**config.mk**
```make
export PLATFORM = sky130hd
export DESIGN_NAME = segment_display_buffer
export DESIGN_NICKNAME = d
export VERILOG_FILES = /design/src/design/sdb_pkg.sv /design/src/design/segment_display_buffer.sv /design/src/design/sdb_update.sv
export VERILOG_INCLUDE_DIRS = /design/src /design/src/design
export SDC_FILE = /design/constraint.sdc
export NUM_CORES = 1
export LEC_CHECK = 0
export ABC_AREA = 1
export BUFFER_PORTS_ARGS = -buffer_cell sky130_fd_sc_hd__buf_2
export CAP_MARGIN = 20
export CORE_UTILIZATION = 35
export CTS_BUF_LIST = sky130_fd_sc_hd__clkbuf_4 sky130_fd_sc_hd__clkbuf_8
export DETAILED_ROUTE_END_ITERATION = 8
export PLACE_DENSITY = 0.62
export SLEW_MARGIN = 10
export SYNTH_ARGS = -nofsm -noshare
export SYNTH_HDL_FRONTEND = slang
export SYNTH_SLANG_ARGS = --single-unit
```
**constraint.sdc**
```tcl
create_clock -name clk -period 7.5 [get_ports clk]
set_clock_uncertainty 0.1 [all_clocks]
set_input_delay 1.5 -clock clk [delete_from_list [all_inputs] [get_ports clk]]
set_output_delay 1.5 -clock clk [all_outputs]
set_load 0.02 [all_outputs]
```
**src/design/segment_display_buffer_macros.svh**
```systemverilog
// ----------------------------------------------------------------------------
// Segment display buffer assertion macros
// Shared concurrent assertion helpers; define ASSERT_OFF to compile them out.
// ----------------------------------------------------------------------------
`ifndef SEGMENT_DISPLAY_BUFFER_MACROS_SVH
`define SEGMENT_DISPLAY_BUFFER_MACROS_SVH

`ifndef ASSERT_OFF

// Same-cycle implication, disabled during reset
`define SDB_ASSERT_IMPL(label, clk, rst, ante, cons) \
  label: assert property (@(posedge clk) disable iff (rst) (ante) |-> (cons)) \
    else $error("segment display buffer assertion failed");

// Next-cycle implication, disabled during reset
`define SDB_ASSERT_NEXT(label, clk, rst, ante, cons) \
  label: assert property (@(posedge clk) disable iff (rst) (ante) |=> (cons)) \
    else $error("segment display buffer assertion failed");

`else

`define SDB_ASSERT_IMPL(label, clk, rst, ante, cons)
`define SDB_ASSERT_NEXT(label, clk, rst, ante, cons)

`endif

`endif

```
**src/design/sdb_pkg.sv**
```systemverilog
// ----------------------------------------------------------------------------
// Segment display buffer package
// Field widths, command codes, segment constants and the digit glyph table.
// ----------------------------------------------------------------------------
package sdb_pkg;

  // Field and bus widths
  localparam int OpcodeW   = 3;
  localparam int ValueW    = 17;
  localparam int PositionW = 3;
  localparam int CodeW     = 8;
  localparam int SegW      = 8;
  localparam int NumSegs   = 6;
  localparam int MagW      = 11;
  localparam int InDataW   = 32;
  localparam int ResultW   = 1 + NumSegs * SegW;
  localparam int OutDataW  = 56;
  localparam int OutPadW   = OutDataW - ResultW;

  typedef enum logic [OpcodeW-1:0] {
    OP_BIG       = 3'd0,
    OP_SMALL     = 3'd1,
    OP_DIGIT     = 3'd2,
    OP_UNIT      = 3'd3,
    OP_BLUETOOTH = 3'd4,
    OP_BATTERY   = 3'd5,
    OP_SMILEY    = 3'd6,
    OP_READ      = 3'd7
  } opcode_t;

  // One command; opcode sits in the lowest bits, code in the highest
  typedef struct packed {
    logic [CodeW-1:0]         code;
    logic [PositionW-1:0]     position;
    logic                     flag;
    logic signed [ValueW-1:0] value;
    opcode_t                  opcode;
  } cmd_t;

  typedef logic [SegW-1:0]        seg_t;
  typedef seg_t [NumSegs-1:0]     image_t;

  // Image after a command, image byte 0 in the lowest bits
  typedef struct packed {
    logic   accepted;
    image_t image;
  } result_t;

  // Segment byte roles
  localparam int SegSmallUnits = 0;
  localparam int SegSmallTens  = 1;
  localparam int SegSymbols    = 2;
  localparam int SegBigUnits   = 3;
  localparam int SegBigTens    = 4;
  localparam int SegBigHigh    = 5;

  // Bit patterns
  localparam seg_t DigitMask   = 8'hF7;
  localparam seg_t SymbolBit   = 8'h08;
  localparam seg_t MinusBits   = 8'h02;
  localparam seg_t UnitMask    = 8'hE0;
  localparam seg_t UnitCBits   = 8'hA0;
  localparam seg_t UnitFBits   = 8'h60;
  localparam seg_t BtBit       = 8'h10;
  localparam seg_t SmileyMask  = 8'h07;
  localparam seg_t HappyBits   = 8'h05;
  localparam seg_t SadBits     = 8'h06;

  // Symbol selector codes
  localparam logic [CodeW-1:0] CodeUnitC = 8'd1;
  localparam logic [CodeW-1:0] CodeUnitF = 8'd2;
  localparam logic [CodeW-1:0] CodeHappy = 8'd1;
  localparam logic [CodeW-1:0] CodeSad   = 8'd2;

  // Number ranges
  localparam logic signed [ValueW-1:0] BigMax      = 17'sd1999;
  localparam logic signed [ValueW-1:0] BigMin      = -17'sd99;
  localparam logic signed [ValueW-1:0] LeadOneMin  = 17'sd1000;
  localparam logic signed [ValueW-1:0] SmallMax    = 17'sd99;
  localparam logic signed [ValueW-1:0] DigitMax    = 17'sd9;
  localparam logic [MagW-1:0]          MagTensMin  = 11'd10;
  localparam logic [MagW-1:0]          MagHundMin  = 11'd100;

  // Reciprocals for the digit split, exact for magnitudes below 2048
  localparam int RecipShift = 19;
  localparam int Recip10    = 52429;
  localparam int Recip100   = 5243;

  // Seven-segment glyph of a decimal digit, symbol bit kept clear
  function automatic seg_t glyph(input logic [3:0] digit);
    seg_t pattern;
    case (digit)
      4'd0:    pattern = 8'hF5;
      4'd1:    pattern = 8'h05;
      4'd2:    pattern = 8'hD3;
      4'd3:    pattern = 8'h97;
      4'd4:    pattern = 8'h27;
      4'd5:    pattern = 8'hB6;
      4'd6:    pattern = 8'hF6;
      4'd7:    pattern = 8'h15;
      4'd8:    pattern = 8'hF7;
      4'd9:    pattern = 8'hB7;
      default: pattern = 8'h00;
    endcase
    return pattern & DigitMask;
  endfunction

endpackage

```
**src/design/segment_display_buffer.sv**
```systemverilog
// ----------------------------------------------------------------------------
// Segment display buffer
// Holds a six-byte LCD segment image and updates it from one command per
// transfer, returning the full image and an accepted flag for each command.
//
// Input stream s_axis carries one command per transfer. Output stream
// m_axis returns one result per command, in order.
// A command taken on s_axis passes the input register, then the result
// register, before its result shows on m_axis. Throughput: one command
// per cycle unless the receiver stalls; the image update is a single
// read-modify-write of the image register between the two registers.
// Reset clears the image to all zeros and empties both registers.
// When the receiver stalls, the result register holds its transfer and
// the input register still takes one more command; s_axis_tready then
// drops until the result is taken.
// ----------------------------------------------------------------------------
`include "segment_display_buffer_macros.svh"

module segment_display_buffer (
  input  logic                           clk,
  input  logic                           rst,
  input  logic                           s_axis_tvalid,
  output logic                           s_axis_tready,
  // opcode[2:0], value[19:3], flag[20], position[23:21], code[31:24]
  input  logic [sdb_pkg::InDataW-1:0]    s_axis_tdata,
  output logic                           m_axis_tvalid,
  input  logic                           m_axis_tready,
  // seg0[7:0], seg1[15:8], seg2[23:16], seg3[31:24], seg4[39:32],
  // seg5[47:40], accepted[48], zero pad [55:49]
  output logic [sdb_pkg::OutDataW-1:0]   m_axis_tdata
);
  import sdb_pkg::*;

  logic    in_valid;
  cmd_t    cmd;
  image_t  image;
  logic    out_valid;
  result_t out_result;
  result_t upd;
  logic    advance;

  // Move the held command into the result register when there is room
  assign advance       = in_valid && (!out_valid || m_axis_tready);
  assign s_axis_tready = !in_valid || advance;
  assign m_axis_tvalid = out_valid;
  assign m_axis_tdata  = {OutPadW'(0), out_result};

  sdb_update u_update (
    .cmd    (cmd),
    .image  (image),
    .result (upd)
  );

  // Control state and the display image
  always_ff @(posedge clk) begin
    if (rst) begin
      in_valid  <= 1'b0;
      out_valid <= 1'b0;
      image     <= '0;
    end else begin
      if (s_axis_tready) begin
        in_valid <= s_axis_tvalid;
      end
      if (advance) begin
        image     <= upd.image;
        out_valid <= 1'b1;
      end else if (m_axis_tready) begin
        out_valid <= 1'b0;
      end
    end
  end

  // Capture command and result payloads
  always_ff @(posedge clk) begin
    if (s_axis_tvalid && s_axis_tready) begin
      cmd <= cmd_t'(s_axis_tdata);
    end
    if (advance) begin
      out_result <= upd;
    end
  end

  // Image changes only when a command is applied
  `SDB_ASSERT_NEXT(a_image_hold, clk, rst, !advance, $stable(image))
  // A rejected command leaves the image alone
  `SDB_ASSERT_NEXT(a_reject_hold, clk, rst, advance && !upd.accepted, $stable(image))
  // Symbol byte is touched only by the symbol commands
  `SDB_ASSERT_NEXT(a_symbol_hold, clk, rst,
    advance && cmd.opcode != OP_UNIT && cmd.opcode != OP_BLUETOOTH &&
    cmd.opcode != OP_SMILEY && cmd.opcode != OP_DIGIT,
    $stable(image[SegSymbols]))
  // A pending result always shows the current image
  `SDB_ASSERT_IMPL(a_result_image, clk, rst, out_valid, out_result.image == image)

endmodule

```
**src/design/sdb_update.sv**
```systemverilog
// ----------------------------------------------------------------------------
// Segment display buffer image update
// Applies one command to the current image and reports whether it was taken.
// ----------------------------------------------------------------------------
module sdb_update (
  input  sdb_pkg::cmd_t    cmd,
  input  sdb_pkg::image_t  image,
  output sdb_pkg::result_t result
);
  import sdb_pkg::*;

  logic [ValueW-1:0]      neg_value;
  logic [MagW-1:0]        mag;
  logic [MagW+15:0]       prod10;
  logic [MagW+12:0]       prod100;
  logic [7:0]             q10;
  logic [4:0]             q100;
  logic [MagW-1:0]        units_wide;
  logic [7:0]             tens_wide;
  logic [4:0]             hund_wide;
  logic [3:0]             units;
  logic [3:0]             tens;
  logic [3:0]             hund;
  logic                   is_neg;
  logic                   big_ok;
  logic                   small_ok;
  logic                   digit_ok;
  seg_t                   big_high;
  seg_t                   big_tens;
  seg_t                   small_units;
  seg_t                   small_tens;

  // Magnitude of the number; only the in-range cases use it
  assign is_neg    = cmd.value[ValueW-1];
  assign neg_value = -cmd.value;
  assign mag       = is_neg ? neg_value[MagW-1:0] : cmd.value[MagW-1:0];

  // Split into decimal digits by reciprocal multiplication
  assign prod10     = {16'd0, mag} * (MagW+16)'(Recip10);
  assign prod100    = {13'd0, mag} * (MagW+13)'(Recip100);
  assign q10        = prod10[RecipShift +: 8];
  assign q100       = prod100[RecipShift +: 5];
  assign units_wide = mag - MagW'(q10) * MagW'(10);
  assign tens_wide  = q10 - 8'(q100) * 8'd10;
  assign hund_wide  = (q100 >= 5'd10) ? q100 - 5'd10 : q100;
  assign units      = units_wide[3:0];
  assign tens       = tens_wide[3:0];
  assign hund       = hund_wide[3:0];

  // Range checks
  assign big_ok   = (cmd.value <= BigMax) && (cmd.value >= BigMin);
  assign small_ok = !is_neg && (cmd.value <= SmallMax);
  assign digit_ok = !is_neg && (cmd.value <= DigitMax) &&
                    (cmd.position <= PositionW'(SegBigHigh)) &&
                    (cmd.position != PositionW'(SegSymbols));

  // Build the number bytes
  always_comb begin
    if (is_neg) begin
      big_high = MinusBits;
    end else if (cmd.value >= LeadOneMin) begin
      big_high = SymbolBit;
    end else begin
      big_high = '0;
    end
    if (mag >= MagHundMin) begin
      big_high = big_high | glyph(hund);
    end
    // tens digit reads zero below ten, so it always draws
    big_tens    = (cmd.flag ? SymbolBit : seg_t'(0)) | glyph(tens);
    small_units = (cmd.flag ? SymbolBit : seg_t'(0)) | glyph(units);
    small_tens  = image[SegSmallTens] & SymbolBit;
    if (mag >= MagTensMin) begin
      small_tens = small_tens | glyph(tens);
    end
  end

  // Apply the command
  always_comb begin
    result.image    = image;
    result.accepted = 1'b1;
    case (cmd.opcode)
      OP_BIG: begin
        if (big_ok) begin
          result.image[SegBigHigh]  = big_high;
          result.image[SegBigTens]  = big_tens;
          result.image[SegBigUnits] = glyph(units);
        end else begin
          result.accepted = 1'b0;
        end
      end
      OP_SMALL: begin
        if (small_ok) begin
          result.image[SegSmallUnits] = small_units;
          result.image[SegSmallTens]  = small_tens;
        end else begin
          result.accepted = 1'b0;
        end
      end
      OP_DIGIT: begin
        if (digit_ok) begin
          for (int i = 0; i < NumSegs; i++) begin
            if (cmd.position == PositionW'(i)) begin
              result.image[i] = glyph(units);
            end
          end
        end else begin
          result.accepted = 1'b0;
        end
      end
      OP_UNIT: begin
        result.image[SegSymbols] = image[SegSymbols] & ~UnitMask;
        if (cmd.code == CodeUnitC) begin
          result.image[SegSymbols] = result.image[SegSymbols] | UnitCBits;
        end else if (cmd.code == CodeUnitF) begin
          result.image[SegSymbols] = result.image[SegSymbols] | UnitFBits;
        end
      end
      OP_BLUETOOTH: begin
        if (cmd.code != '0) begin
          result.image[SegSymbols] = image[SegSymbols] | BtBit;
        end else begin
          result.image[SegSymbols] = image[SegSymbols] & ~BtBit;
        end
      end
      OP_BATTERY: begin
        if (cmd.code != '0) begin
          result.image[SegSmallTens] = image[SegSmallTens] | SymbolBit;
        end else begin
          result.image[SegSmallTens] = image[SegSmallTens] & ~SymbolBit;
        end
      end
      OP_SMILEY: begin
        result.image[SegSymbols] = image[SegSymbols] & ~SmileyMask;
        if (cmd.code == CodeHappy) begin
          result.image[SegSymbols] = result.image[SegSymbols] | HappyBits;
        end else if (cmd.code == CodeSad) begin
          result.image[SegSymbols] = result.image[SegSymbols] | SadBits;
        end
      end
      OP_READ: begin
        result.accepted = 1'b1;
      end
      default: begin
        result.accepted = 1'b1;
      end
    endcase
  end

endmodule
```
==> reports/metrics.cfg, run 1 <==
[status]
status=finished clean

[floorplan]
die_h_um=190
floorplan.initialDensity_pct=35.7
die_x_um=190
core-area_sq_um=34600
die_ar_sq_um=36100
core.rowCount=68
pin_count=94

[yosys]
synth_largest_type_area_fraction_pct=19.7
synth_seq_area_share_pct=27.8
synth.avg_cell_area_sq_um=8.20
async_flop_share_pct=0
synth-edff-count=81
ys_seq_elements=131
syn-cell-area_sq_um=12400
yosys_warnings=0
synth.distinct_cells=59
post_synth_inst_count=1509
post_synth_main_area_contributors=edfxtp_1, ha_1, fa_1, inv_1, dfxtp_1
synth_ff_type=edfxtp_1
yosys.area.top_type=edfxtp_1

[grt]
grt.overflow.total=0
grt_antenna_before_repair=0
grt_pass1_vias=9852
grt_first_pass_wirelength_um=49900
global_route.usage.total_pct=17.3
grt_max_degree=71

[timing]
grt_setup_unrepaired=true
measured_slew_at_the_worst_slew_check_pin_ps=1060
timing_hold_violations_final=0
period_share_pct=97.3
slew-limit-headroom_pct=29.2
min_period_ps=7290
setup_violation_total_in_the_final_timing_report=0
setup_ws_ps=205
fmaxAchievable_mhz=137
setup_tns_ps=0
final_max_slew_viol_count=0

[clock_tree]
tritoncts=built
clk_pin_slew_worst_paths_ps=90
cts_inserted_buffers=17
cts_max_level=4
quantity_of_hold_fixing_buffers_added_after_cts=0
cts_sinks=131
ctsRootBufferMaster=clkbuf_8
longest_clk_path_bufs=2
clk_latency_ps=460

[critical_path]
worst-r2r-setup-slack_ps=210
timing.critical_path.to_type=flop
criticalPathCategory=reg -> reg
reg2reg_depth=35
startpoint_type=flop
r2r-start=cmd[4]$_DFFE_PP_
cp_max_fo=6
critical_path.slowest_cell=fa_1
crit_arrival_ps=7590
crit_path_top_cell_by_count=xor2_2
critical_path_required_ps=7790
slowest_delay_ps=530
crit_path_start=cmd[4]$_DFFE_PP_

[layout]
nets=1953
layout-drive-gt1-share_pct=24.7
num_antenna_cells=0
layout.cell_area.non_filler_sq_um=15200
finish.utilization_pct=43.8
synthesis_to_finish_area_growth_pct=22.7

[route]
routed-via-count=10300
drt_first_iter_violations=575
vias_per_cell=4.81
dr.pass1.iters=5
total_wirelength_of_the_detailed_routed_design_um=31300
avgRoutedWirePerCell_um=14.5
ant_nets=0
drc=0

[job]
max_cap_violations=0

[placed_design]
placement.setup.worst_slack_ps=-150
place.detailed.hpwl_um=24800
placed_area_sq_um=13800
port_buffer_count=86
finalWeightedCongestion=0.921

[hold_path]
min_from=image[19]$_SDFFE_PP0P_
cell_depth_of_the_worst_hold_path=2
hold_path_class=reg -> reg

==> placed cells by master, fill, tap and decap left out, types with 62 or more instances in the layout <==
cell type / instances
a21oi_1: 88
nand3_1: 62
inv_1: 304
edfxtp_1: 81
nand2_1: 250
fa_1: 68
buf_4: 82
nor2_1: 70
buf_2: 86
ha_1: 133
==> registers in the layout (all words and copies together), names as in the netlist <==
| name | count |
|---|---|
| image | 48 |
| m_axis_tdata | 49 |
| cmd | 32 |
| m_axis_tvalid | 1 |
| in_valid | 1 |
==> synthesized netlist by cell type (all sizes together) (3+ instances only) <==
cell type and count:
inv 338, xor2 15, nor3 14, edfxtp 81, o41ai 3, a21oi 90, clkbuf 15, nor2 86
o21ai 96, nand4 21, xnor2 6, nand2 293, ha 158, clkinv 3, nand3 99, buf 15
nor4 10, fa 76, o21bai 13, o211ai 3, dfxtp 50
==> cell families (layout without fill, tap and decap cells) <==
kind of cell / Yosys count / in the layout / share of synthesized area, %
simple gates: 528 / 529 / 20.2
fa+ha+maj: 234 / 234 / 28.3
other cells: 1 / 7 / 0.0303
xor+xnor: 22 / 22 / 2.00
buf+inv: 371 / 551 / 11.7
flops: 131 / 131 / 27.8
compound gates: 222 / 222 / 10.1
==> metrics by stage <==
step,cells,hold slack (ps)
after floorplan,1515,302
after global placement,2086,311
after detailed placement,2087,329
after CTS,2123,341
after global routing,2151,365
final,2151,334
==> routing by layer <==
metal  global-route usage [%]  vias up  part of all wire [%]
met4                     3.41        0                   1.2
li1                         -     5182                     -
met3                     2.03       33                   4.4
met2                     28.3      232                    47
met5                        0        -                     0
met1                     24.5     4893                    47
==> worst paths after layout <==
check	to
max	image[10]$_SDFFE_PP0P_
min	image[19]$_SDFFE_PP0P_
max reg2reg	image[10]$_SDFFE_PP0P_
min reg2reg	image[19]$_SDFFE_PP0P_
==> worst max-delay path: cells and delay by family (launching register included) <==
family,cells,cell delay [ps]
xor+xnor,5,1060
compound gates,4,860
simple gates,10,930
flops,1,430
fa+ha+maj,8,3000
buf+inv,8,840
==> what timing repair did <==
item                                    in CTS  in global routing
setup buffers                                4                 27
endpoints found under the setup margin      26                 68
pin swaps                                    3                 73
gates cloned                                 0                  1
resized for setup                            6                136
==> area by class of cell <==
| class | count | area, sq um |
|---|---|---|
| Fill cell | 3335 | 19500 |
| Multi-Input combinational cell | 1014 | 8250 |
| Sequential cell | 131 | 3430 |
| Inverter | 341 | 1290 |
| Timing Repair Buffer | 178 | 1180 |
| Tap cell | 455 | 569 |
| Clock buffer | 18 | 241 |
| Clock inverter | 14 | 201 |
Power of run 1 is left out: the tool's default activity adds up to more than one toggle a clock period on the data nets, which glitch-free logic cannot reach.
==> inputs of run 2 (changes only) <==
- CORE_ASPECT_RATIO: unset -> 0.8
==> run 2 against run 1 <==
Net effect: register-to-register slack got worse by 50 ps; cell count up 0.33%; via count grew 1.1%; count of clock-buffer cells in the layout increased by 3; die area about the same; critical path depth decreased by 1; critical endpoint is now m_axis_tdata[14]$_DFFE_PP_.
==> reports/metrics.cfg, run 2 (same netlist as run 1, synthesis figures left out) <==
[status]
status=finished clean

[timing]
setup_violation_total_in_the_final_timing_report=0
measured_slew_at_the_worst_slew_check_pin_ps=1190
final_max_slew_viol_count=0
slew-limit-headroom_pct=20.7
min_period_ps=7340
timing_hold_violations_final=0
grt_setup_unrepaired=true
period_share_pct=97.9
fmaxAchievable_mhz=136

[layout]
most_frequent_standard_cell_in_the_layout_excluding_fill_and_tap_cells=inv_1
layoutNonFillerInstCount=2158
mostFrequentLayoutCells=inv_1, nand2_1, ha_1, a21oi_1, buf_2
nets=1943
synthesis_to_finish_area_growth_pct=21.8
num_antenna_cells=0
layout-drive-gt1-share_pct=23.7
largest_reg_flops=49
layout.cell_area.non_filler_sq_um=15100

[floorplan]
core-area_sq_um=34800
pin_count=94
core.rowCount=61
floorplan.initialDensity_pct=35.5
die_ar_sq_um=36100
die_h_um=170
die_x_um=212

[route]
dr.pass1.iters=6
routed-via-count=10500
ant_nets=0
avgRoutedWirePerCell_um=14.8
vias_per_cell=4.85
drc=0
drt_first_iter_violations=904
total_wirelength_of_the_detailed_routed_design_um=32000

[critical_path]
startpoint_type=flop
critical_path_required_ps=7610
crit_arrival_ps=7460
reg2reg_depth=34
cp_max_fo=6
r2r-start=cmd[9]$_DFFE_PP_
crit_path_start=cmd[9]$_DFFE_PP_
worst_r2r_endpoint=m_axis_tdata[14]$_DFFE_PP_
critical_path_depth=34
critPathCapture=m_axis_tdata[14]$_DFFE_PP_
critical_path.slowest_cell=fa_1
critical_path.top_delay_family=adder cells
slowest_delay_ps=520
worst-r2r-setup-slack_ps=160
timing.critical_path.to_type=flop
criticalPathCategory=reg -> reg
worst-path-buf-inv=8

[clock_tree]
quantity_of_hold_fixing_buffers_added_after_cts=0
longest_clk_path_bufs=2
clk_pin_slew_worst_paths_ps=80
tritoncts=built
cts_inserted_buffers=17
ctsRootBufferMaster=clkbuf_8
cts_sinks=131
cts_max_level=4
clk_latency_ps=470

[placed_design]
port_buffer_count=86
place.detailed.hpwl_um=25300
dp_cells=2094
finalWeightedCongestion=0.944
placed_area_sq_um=13800

[grt]
grt_first_pass_wirelength_um=50000
grt.overflow.total=0
global_route.usage.total_pct=17.6
grt_max_degree=75
grt_antenna_before_repair=0
grt_pass1_vias=9614

[hold_path]
hold_path_class=reg -> reg

[job]
max_cap_violations=0

[run 2: cell types whose count changed in the layout (fill, tap and decap cells not counted), sizes merged]
cell / change
inv: -1
clkinvlp: -2
buf: -10
clkbuf: +3
[run 2: metrics by stage]
stage               setup WS [ps]  hold WS [ps]  util (%)  TNS [ps]
global route                 -147           359      43.3     -2610
CTS                          21.1           325      41.1         0
floorplan                    24.4           302         -         0
global placement             73.1           311      39.5         0
finish                        155           327      43.3         0
detailed placement          -59.9           313      39.5      -951
[run 2: how the worst min path moves through the flow]
stage	start	end	slack [ps]	depth (start not counted)
5_1_grt	image[19]$_SDFFE_PP0P_	image[19]$_SDFFE_PP0P_	360	2
6_report	image[19]$_SDFFE_PP0P_	image[19]$_SDFFE_PP0P_	330	2
4_1_cts	image[19]$_SDFFE_PP0P_	image[19]$_SDFFE_PP0P_	330	2
3_5_place_dp	image[19]$_SDFFE_PP0P_	image[19]$_SDFFE_PP0P_	310	2
2_1_floorplan	image[19]$_SDFFE_PP0P_	image[19]$_SDFFE_PP0P_	300	2
3_3_place_gp	image[19]$_SDFFE_PP0P_	image[19]$_SDFFE_PP0P_	310	2
[run 2: worst min-delay path, delay by kind of cell, from the launching register on]
family / cells / cell delay [ps]
simple gates: 1 / 30
buf+inv: 1 / 50
flops: 1 / 310
[run 2: cell type report]
cell class	instances	area (sq um)
Clock buffer	21	283
Timing Repair Buffer	168	1100
Multi-Input combinational cell	1014	8210
Tap cell	472	591
Fill cell	3414	19700
Sequential cell	131	3430
Clock inverter	11	174
Inverter	341	1280
[run 2: repair_timing]
item,in CTS,in global routing
resized for setup,13,110
pin swaps,13,63
endpoints found under the setup margin,28,67
gates cloned,0,1
setup buffers,5,27
[run 2: layer usage]
metal / routed length (um) / vias to the layer above / GRT usage [%] / part of all wire [%]
li1: - / 5156 / - / -
met1: 16100 / 4945 / 27.0 / 50
met2: 13500 / 322 / 25.1 / 42
met3: 1920 / 35 / 3.03 / 6.0
met4: 420 / 0 / 4.63 / 1.3
met5: 0 / - / 0 / 0
Power of run 2 is left out for the same reason.
